===== src/array_bag_stack_assert.svh =====
// Assertion macros for the array bag/stack block.
// Depends on nothing; included by files that check their own logic.
`ifndef ARRAY_BAG_STACK_ASSERT_SVH
`define ARRAY_BAG_STACK_ASSERT_SVH

`ifndef SYNTH
// expression must never hold outside reset
`define ABS_ASSERT_NEVER(label, clk, rst_n, expr) \
  label: assert property (@(posedge clk) disable iff (!rst_n) !(expr)) \
    else $error("check failed: never");
// antecedent implies consequent in the same cycle
`define ABS_ASSERT_IMPLIES(label, clk, rst_n, ante, cons) \
  label: assert property (@(posedge clk) disable iff (!rst_n) (ante) |-> (cons)) \
    else $error("check failed: implies");
// antecedent implies consequent in the next cycle
`define ABS_ASSERT_NEXT(label, clk, rst_n, ante, cons) \
  label: assert property (@(posedge clk) disable iff (!rst_n) (ante) |=> (cons)) \
    else $error("check failed: next");
`else
`define ABS_ASSERT_NEVER(label, clk, rst_n, expr)
`define ABS_ASSERT_IMPLIES(label, clk, rst_n, ante, cons)
`define ABS_ASSERT_NEXT(label, clk, rst_n, ante, cons)
`endif

`endif


===== src/abs_pkg.sv =====
// Shared types and constants for the array bag/stack block.
// No dependencies; used by the channel interfaces and the top level.
package abs_pkg;

  localparam int CMD_W         = 3;
  localparam int IN_VALUE_W    = 32;
  localparam int MATCH_IDX_W   = 6;
  localparam int ENTRY_COUNT_W = 7;

  typedef enum logic [CMD_W-1:0] {
    CMD_ADD      = 3'd0,
    CMD_CONTAINS = 3'd1,
    CMD_REMOVE   = 3'd2,
    CMD_POP      = 3'd3,
    CMD_PEEK     = 3'd4
  } abs_cmd_t;

  typedef enum logic [2:0] {
    ST_IDLE,
    ST_SEARCH,
    ST_SHIFT,
    ST_TOP,
    ST_RESP
  } abs_state_t;

endpackage


===== src/abs_if.sv =====
// Valid/ready channel interfaces for the array bag/stack block.
// Depends on abs_pkg for field widths.
interface abs_in_if import abs_pkg::*; ();
  logic                          valid;
  logic                          ready;
  logic [CMD_W-1:0]              cmd;
  logic signed [IN_VALUE_W-1:0]  value;

  modport source (output valid, output cmd, output value, input ready);
  modport sink   (input valid, input cmd, input value, output ready);
endinterface

interface abs_out_if import abs_pkg::*; ();
  logic                          valid;
  logic                          ready;
  logic                          accepted;
  logic                          match_found;
  logic [MATCH_IDX_W-1:0]        match_index;
  logic signed [IN_VALUE_W-1:0]  top_value;
  logic [ENTRY_COUNT_W-1:0]      entry_count;
  logic                          is_empty;

  modport source (output valid, output accepted, output match_found, output match_index,
                  output top_value, output entry_count, output is_empty, input ready);
  modport sink   (input valid, input accepted, input match_found, input match_index,
                  input top_value, input entry_count, input is_empty, output ready);
endinterface


===== src/array_bag_stack.sv =====
// Add, pop, peek and unused codes: the block passes ST_TOP, then ST_RESP, where the result
// loads. Contains and remove scan in ST_SEARCH, remove then shifts in ST_SHIFT, paced by the
// single read port of the entry memory (one entry read per cycle in scan and shift, tail read
// once). One transaction at a time; the next can be taken the cycle after the result loads.
// Reset (synchronous, active low) clears the count and control state; memory is not cleared.
// Depends on abs_pkg, abs_if.sv and array_bag_stack_assert.svh.
`include "array_bag_stack_assert.svh"

module array_bag_stack import abs_pkg::*; #(
  parameter int CAPACITY    = 64,
  parameter int VALUE_WIDTH = 32
) (
  input  logic          clk,
  input  logic          rst_n,
  abs_in_if.sink        in_ch,
  abs_out_if.source     out_ch
);

  localparam int IDX_W    = (CAPACITY > 1) ? $clog2(CAPACITY) : 1;
  localparam int CNT_W    = $clog2(CAPACITY + 1);
  localparam int MI_EXT_W = IDX_W + MATCH_IDX_W;
  localparam int EC_EXT_W = CNT_W + ENTRY_COUNT_W;

  // entry store, one write and one registered read port
  logic [VALUE_WIDTH-1:0] entries_mem [CAPACITY];
  logic [VALUE_WIDTH-1:0] rdata_r;
  logic                   mem_we;
  logic [IDX_W-1:0]       mem_waddr;
  logic [VALUE_WIDTH-1:0] mem_wdata;
  logic [IDX_W-1:0]       mem_raddr;

  abs_state_t             state_r, state_nxt;
  abs_cmd_t               cmd_r, cmd_nxt;
  logic [VALUE_WIDTH-1:0] val_r, val_nxt;
  logic [CNT_W-1:0]       cnt_r, cnt_nxt;
  logic [CNT_W-1:0]       scan_r, scan_nxt;
  logic [IDX_W-1:0]       chk_r, chk_nxt;
  logic                   pend_r, pend_nxt;
  logic                   found_r, found_nxt;
  logic                   acc_r, acc_nxt;
  logic [IDX_W-1:0]       match_r, match_nxt;

  logic                   out_valid_r, out_valid_nxt;
  logic                   out_load;
  logic                   out_acc_r;
  logic                   out_found_r;
  logic [MATCH_IDX_W-1:0] out_idx_r;
  logic [IN_VALUE_W-1:0]  out_top_r;
  logic [ENTRY_COUNT_W-1:0] out_cnt_r;
  logic                   out_empty_r;

  logic                   in_fire;
  logic [63:0]            in_ext;
  logic [VALUE_WIDTH-1:0] in_val;
  logic [CNT_W-1:0]       cnt_m1;
  logic [CNT_W-1:0]       scan_m1;
  logic [IDX_W-1:0]       top_addr;
  logic                   hit;
  logic signed [VALUE_WIDTH-1:0] rd_signed;
  logic [63:0]            top_ext;
  logic [MI_EXT_W-1:0]    mi_ext;
  logic [EC_EXT_W-1:0]    ec_ext;

  assign in_ch.ready = (state_r == ST_IDLE);
  assign in_fire     = in_ch.valid && in_ch.ready;

  assign in_ext   = 64'(in_ch.value);
  assign in_val   = in_ext[VALUE_WIDTH-1:0];
  assign cnt_m1   = cnt_r - 1'b1;
  assign scan_m1  = scan_r - 1'b1;
  assign top_addr = (cnt_r != '0) ? cnt_m1[IDX_W-1:0] : '0;
  assign hit      = pend_r && (rdata_r == val_r);

  assign rd_signed = rdata_r;
  assign top_ext   = 64'(rd_signed);
  assign mi_ext    = MI_EXT_W'(match_r);
  assign ec_ext    = EC_EXT_W'(cnt_r);

  always_comb begin
    state_nxt = state_r;
    cmd_nxt   = cmd_r;
    val_nxt   = val_r;
    cnt_nxt   = cnt_r;
    scan_nxt  = scan_r;
    chk_nxt   = chk_r;
    pend_nxt  = 1'b0;
    found_nxt = found_r;
    acc_nxt   = acc_r;
    match_nxt = match_r;
    mem_we    = 1'b0;
    mem_waddr = cnt_r[IDX_W-1:0];
    mem_wdata = in_val;
    mem_raddr = top_addr;
    out_load  = 1'b0;

    unique case (state_r)
      ST_IDLE: begin
        if (in_fire) begin
          cmd_nxt   = abs_cmd_t'(in_ch.cmd);
          val_nxt   = in_val;
          scan_nxt  = '0;
          found_nxt = 1'b0;
          acc_nxt   = 1'b0;
          match_nxt = '0;
          state_nxt = ST_TOP;
          unique case (abs_cmd_t'(in_ch.cmd))
            CMD_ADD: begin
              if (cnt_r < CNT_W'(CAPACITY)) begin
                mem_we  = 1'b1;
                cnt_nxt = cnt_r + 1'b1;
                acc_nxt = 1'b1;
              end
            end
            CMD_CONTAINS, CMD_REMOVE: state_nxt = ST_SEARCH;
            CMD_POP: begin
              if (cnt_r != '0) begin
                cnt_nxt = cnt_m1;
                acc_nxt = 1'b1;
              end
            end
            CMD_PEEK: acc_nxt = 1'b1;
            default: ;
          endcase
        end
      end

      ST_SEARCH: begin
        // compare the entry read last cycle; with no hit, fetch the next one while any remain
        priority if (hit) begin
          found_nxt = 1'b1;
          acc_nxt   = 1'b1;
          match_nxt = chk_r;
          if (cmd_r == CMD_REMOVE) begin
            scan_nxt  = CNT_W'(chk_r) + 1'b1;
            state_nxt = ST_SHIFT;
          end else begin
            state_nxt = ST_TOP;
          end
        end else if (scan_r < cnt_r) begin
          mem_raddr = scan_r[IDX_W-1:0];
          pend_nxt  = 1'b1;
          chk_nxt   = scan_r[IDX_W-1:0];
          scan_nxt  = scan_r + 1'b1;
        end else begin
          state_nxt = ST_TOP;
        end
      end

      ST_SHIFT: begin
        // write the entry read last cycle one slot down
        if (pend_r) begin
          mem_we    = 1'b1;
          mem_waddr = chk_r;
          mem_wdata = rdata_r;
        end
        priority if (scan_r < cnt_r) begin
          mem_raddr = scan_r[IDX_W-1:0];
          pend_nxt  = 1'b1;
          chk_nxt   = scan_m1[IDX_W-1:0];
          scan_nxt  = scan_r + 1'b1;
        end else if (!pend_r) begin
          cnt_nxt   = cnt_m1;
          state_nxt = ST_TOP;
        end else begin
          pend_nxt  = 1'b0;
        end
      end

      ST_TOP: state_nxt = ST_RESP;

      ST_RESP: begin
        // hold here while the previous result is still waiting
        if (!out_valid_r || out_ch.ready) begin
          out_load  = 1'b1;
          state_nxt = ST_IDLE;
        end
      end

      default: state_nxt = ST_IDLE;
    endcase

    out_valid_nxt = out_valid_r;
    if (out_load) begin
      out_valid_nxt = 1'b1;
    end else if (out_ch.ready) begin
      out_valid_nxt = 1'b0;
    end
  end

  always_ff @(posedge clk) begin
    if (mem_we) begin
      entries_mem[mem_waddr] <= mem_wdata;
    end
    rdata_r <= entries_mem[mem_raddr];
  end

  always_ff @(posedge clk) begin
    if (!rst_n) begin
      state_r     <= ST_IDLE;
      cnt_r       <= '0;
      pend_r      <= 1'b0;
      out_valid_r <= 1'b0;
    end else begin
      state_r     <= state_nxt;
      cnt_r       <= cnt_nxt;
      pend_r      <= pend_nxt;
      out_valid_r <= out_valid_nxt;
    end
  end

  always_ff @(posedge clk) begin
    cmd_r   <= cmd_nxt;
    val_r   <= val_nxt;
    scan_r  <= scan_nxt;
    chk_r   <= chk_nxt;
    found_r <= found_nxt;
    acc_r   <= acc_nxt;
    match_r <= match_nxt;
    if (out_load) begin
      out_acc_r   <= acc_r;
      out_found_r <= found_r;
      out_idx_r   <= found_r ? mi_ext[MATCH_IDX_W-1:0] : '0;
      out_top_r   <= (cnt_r != '0) ? top_ext[IN_VALUE_W-1:0] : '0;
      out_cnt_r   <= ec_ext[ENTRY_COUNT_W-1:0];
      out_empty_r <= (cnt_r == '0);
    end
  end

  assign out_ch.valid       = out_valid_r;
  assign out_ch.accepted    = out_acc_r;
  assign out_ch.match_found = out_found_r;
  assign out_ch.match_index = out_idx_r;
  assign out_ch.top_value   = out_top_r;
  assign out_ch.entry_count = out_cnt_r;
  assign out_ch.is_empty    = out_empty_r;

  `ABS_ASSERT_NEVER(a_cnt_within_cap, clk, rst_n, (cnt_r > CNT_W'(CAPACITY)))
  `ABS_ASSERT_NEVER(a_write_only_idle_shift, clk, rst_n, (mem_we && (state_r != ST_IDLE) && (state_r != ST_SHIFT)))
  `ABS_ASSERT_IMPLIES(a_scan_in_range, clk, rst_n, ((state_r == ST_SEARCH) && pend_r), (CNT_W'(chk_r) < cnt_r))
  `ABS_ASSERT_NEXT(a_busy_after_accept, clk, rst_n, in_fire, (state_r != ST_IDLE))

endmodule


===== src/flat_wrapper.sv =====
// flat-port wrapper written by rule: the top's interface ports become plain ports
module array_bag_stack_flat import abs_pkg::*;
#(
  parameter int CAPACITY    = 64,
  parameter int VALUE_WIDTH = 32
)
  (clk, rst_n, in_ch_valid, in_ch_cmd, in_ch_value, in_ch_ready, out_ch_valid, out_ch_accepted, out_ch_match_found, out_ch_match_index, out_ch_top_value, out_ch_entry_count, out_ch_is_empty, out_ch_ready);
  abs_in_if in_ch_i ();
  abs_out_if out_ch_i ();
  input  logic clk;
  input  logic rst_n;
  input wire logic [$bits(in_ch_i.valid)-1:0] in_ch_valid;
  input wire logic [$bits(in_ch_i.cmd)-1:0] in_ch_cmd;
  input wire logic [$bits(in_ch_i.value)-1:0] in_ch_value;
  output wire logic [$bits(in_ch_i.ready)-1:0] in_ch_ready;
  output wire logic [$bits(out_ch_i.valid)-1:0] out_ch_valid;
  output wire logic [$bits(out_ch_i.accepted)-1:0] out_ch_accepted;
  output wire logic [$bits(out_ch_i.match_found)-1:0] out_ch_match_found;
  output wire logic [$bits(out_ch_i.match_index)-1:0] out_ch_match_index;
  output wire logic [$bits(out_ch_i.top_value)-1:0] out_ch_top_value;
  output wire logic [$bits(out_ch_i.entry_count)-1:0] out_ch_entry_count;
  output wire logic [$bits(out_ch_i.is_empty)-1:0] out_ch_is_empty;
  input wire logic [$bits(out_ch_i.ready)-1:0] out_ch_ready;
  assign in_ch_i.valid = in_ch_valid;
  assign in_ch_i.cmd = in_ch_cmd;
  assign in_ch_i.value = in_ch_value;
  assign in_ch_ready = in_ch_i.ready;
  assign out_ch_valid = out_ch_i.valid;
  assign out_ch_accepted = out_ch_i.accepted;
  assign out_ch_match_found = out_ch_i.match_found;
  assign out_ch_match_index = out_ch_i.match_index;
  assign out_ch_top_value = out_ch_i.top_value;
  assign out_ch_entry_count = out_ch_i.entry_count;
  assign out_ch_is_empty = out_ch_i.is_empty;
  assign out_ch_i.ready = out_ch_ready;
  array_bag_stack #(.CAPACITY(CAPACITY), .VALUE_WIDTH(VALUE_WIDTH)) u_core (.clk(clk), .rst_n(rst_n), .in_ch(in_ch_i), .out_ch(out_ch_i));
endmodule

===== config.mk =====
export PLATFORM = sky130hd
export DESIGN_NAME = array_bag_stack_flat
export DESIGN_NICKNAME = d
export VERILOG_FILES = /design/src/abs_pkg.sv /design/src/abs_if.sv /design/src/array_bag_stack.sv /design/src/flat_wrapper.sv
export VERILOG_INCLUDE_DIRS = /design/src /design/src/src
export SDC_FILE = /design/constraint.sdc
export NUM_CORES = 2
export LEC_CHECK = 0
export BUFFER_PORTS_ARGS = -buffer_cell sky130_fd_sc_hd__buf_2
export CAP_MARGIN = 20
export CORE_UTILIZATION = 45
export DETAILED_ROUTE_END_ITERATION = 12
export SLEW_MARGIN = 20
export SYNTH_ARGS = -nofsm -noshare
export SYNTH_HDL_FRONTEND = slang
export SYNTH_SLANG_ARGS = --single-unit

===== constraint.sdc =====
create_clock -name clk -period 4.7 [get_ports clk]
set_clock_uncertainty 0.05 [all_clocks]
set_input_delay 0.47 -clock clk [delete_from_list [all_inputs] [get_ports clk]]
set_output_delay 0.47 -clock clk [all_outputs]
set_load 0.01 [all_outputs]

==> impl_results.md <==
- Max Cap Viol: 0
- TritonCTS clock tree: done
- Clock Pin Slew Worst Setup and Hold Paths: ~60 ps
- Slack of the critical path: just over 100 ps
- CP startpoint kind: flip-flop
- Class of the worst hold path: in -> reg
- Ys Warns: 0
- Period utilization: a little over nine tenths
- Routed WL: 259000 um
- Worst Setup End Kind: flip-flop
- Maximum fanout along the worst path: 17
- CTS Buf Count: approximately 210
- WL per Instance: 28.4 um
- Reg area: between 60000 and 70000 um2
- Arrival time of the worst setup path: approximately 5300 ps
- Synth Area per Inst: about 15 um2
- Initial core utilization: 45.3%
- Area delta synth->final: 17.5%
- PortBufs: slightly below 90
- First-pass GRT wire length: approximately 370000 um
- Vias in the first global route: about 52000
- Status: finished clean
- Ranking of synthesized cells by area: edfxtp_1, mux2i_1, nand2_1
- Die W: 442 um
- Via/cell ratio: 5.94
- Synth top area share: 74.0%
- Synth Cell Area: 87300 um2
- Initial antenna violation count: 10
- Largest net degree at the start of global routing: 85
- Pin slew with the least headroom to its limit: between 1000 and 1500 ps
- Clock Tree Root: clkbuf_16
- Top FF cell, synth: edfxtp_1
- Clock sinks: ~2200
- Critical path class: reg -> reg
- Setup violators final: 0
- Htree depth: 4
- Sequential-to-total area share from yosys stat: around 75%
- RSZ-0062 raised after global routing: false
- Most common cell after layout, fill and taps aside: edfxtp_1
- Final Wtd Congestion: approximately 0.87
- Clk Latency, worst-skew pair: about 850 ps
- Tot GR Track Use: 26.1%
- Flops & latches, synth: ~2200
- Chip height: 442 um
- DR DRC count: 0
- Synth unique cells: 63
- Clock Tree Buf Depth: 3
- Fmax: 0.217 GHz
- TritonRoute pass-1 iters: 6
- Footprint of the multi-input gates: 20500 um2
- Fin. Hold Viols: 0
- Top Ports: 89
- Final core utilization: between 50 and 60%
- Cells after synthesis: between 5000 and 6000
- Worst slew margin: 27.8%
- Final std cells w/o fill: roughly 9000
- Placed cell count: between 8000 and 9000
- Cell taking the most area after synthesis: edfxtp_1
- Post-synth EDFFs: about 2200
- Core region area: about 190000 um2
- Synthesized net count: approximately 6000
- Ys async rst share: 0%
- Initial DRC Count: ~6600
- Die ar.: between 150000 and 200000 um2
- Share of layout cells above drive strength 1: 15.6%
- NumNets Final: 6474
- Gr ovfl total: 0
- Filler cells: 15600
- Critical Path RT: between 5000 and 6000 ps
- Final ANT Viol Nets: 0
- Site Rows: 161
- Via count: about 54000
- Max-slew violation count: 0
- Hpwl dp: ~150000 um
- Setup WS pre-CTS: -261 ps
- Commonest non-fill, non-tap cells in the layout: edfxtp_1, nand2_1, nand3_1
- Min Clock Period, post-route: 4600 ps
repair_timing:
action	CTS	global route
hold endpoints to repair	44	0
hold buffers	37	0
resized for setup	4	3
pin swaps	2	1
buffers inserted	10	0
setup endpoints to repair	6	14
sequential cells by signal (all words and copies together) (netlist names), 6 cells and up:
register,cells
u_core.rd_signed,32
u_core.out_ch.match_index,6
u_core.entries_mem,2048
u_core.out_ch.top_value,32
u_core.out_ch.entry_count,7
u_core.match_r,6
u_core.chk_r,6
u_core.val_r,32
u_core.scan_r,7
u_core.cnt_r,7
path summary, 6_finish.rpt:
path                   start                      to  slack (ps)  depth (start not counted)
max          u_core.val_r[2]    u_core.rd_signed[11]         100                         16
min reg2reg     u_core.acc_r  u_core.out_ch.accepted         370                          0
max reg2reg  u_core.val_r[2]    u_core.rd_signed[11]         100                         16
min              in_ch_valid            u_core.acc_r         300                          3
synth_stat cells, types with 7 or more instances:
| cell | n |
|---|---|
| nand4_1 | 20 |
| mux2i_1 | 482 |
| o21a_1 | 15 |
| a22o_1 | 30 |
| buf_1 | 23 |
| a22oi_1 | 72 |
| mux2_2 | 34 |
| xnor2_1 | 49 |
| inv_1 | 14 |
| or4_1 | 31 |
| xor2_1 | 7 |
| buf_2 | 128 |
| a31oi_1 | 67 |
| buf_4 | 38 |
| o21ai_1 | 16 |
| edfxtp_1 | 2152 |
| nor3_1 | 16 |
| a221o_1 | 15 |
| a21oi_1 | 256 |
| o31ai_1 | 8 |
| a32oi_1 | 85 |
| buf_6 | 24 |
| ha_1 | 11 |
| o21ai_0 | 52 |
| nor2_1 | 99 |
| nand2b_1 | 8 |
| a221oi_1 | 79 |
| and2_1 | 45 |
| dfxtp_1 | 44 |
| nand2_1 | 1159 |
| clkbuf_1 | 168 |
| a211oi_1 | 57 |
| nand3_1 | 589 |
critical path: stages, from the launching register on:
cell	delay, ps
edfxtp_1	510
xor2_1	220
nor3_2	340
buf_4	190
nor3b_2	190
nand3_1	140
o211ai_1	270
buf_4	240
buf_12	120
mux2i_4	370
buf_12	250
buf_12	180
a221oi_1	130
a211oi_1	300
a211oi_1	130
buf_4	180
or4_1	580
kinds of logic after synthesis:
group | synth area share (%)
DFF | 75.1
and+or+nand+nor | 9.97
AOI/OAI and AO/OA | 5.95
muxes | 6.04
buffers and inverters | 2.27
xor gates and xnor gates | 0.562
adders and majority gates | 0.158
routing by layer:
layer	wire (um)	track usage [%]	vias up
li1	-	-	23600
met1	106000	36.4	27700
met3	21000	3.79	439
met2	122000	41.4	2571
met4	10600	10.3	2
met5	13	0	-
cell type report:
class / count / area share (%)
multi-input cells: 3356 / 20.0
flip-flops and latches: 2196 / 63.9
clock buffers: 296 / 5.72
well taps: 2526 / 3.08
repair buffers: 641 / 6.32
clock inverters: 100 / 0.925
diodes: 5 / 0.0122
inverters: 15 / 0.0549
stage by stage:
| step | setup TNS (ps) | cell area, um2 | hold slack, ps |
|---|---|---|---|
| after floorplan | 0 | 87300 | 350 |
| after global placement | -1590 | 95100 | 358 |
| after detailed placement | -854 | 95200 | 364 |
| after CTS | 0 | 102000 | 231 |
| after global routing | 0 | 103000 | 275 |
| final | 0 | 103000 | 297 |
Power is not shown: default switching activity piles up to over one toggle a cycle in this logic, so the estimate is an artifact.
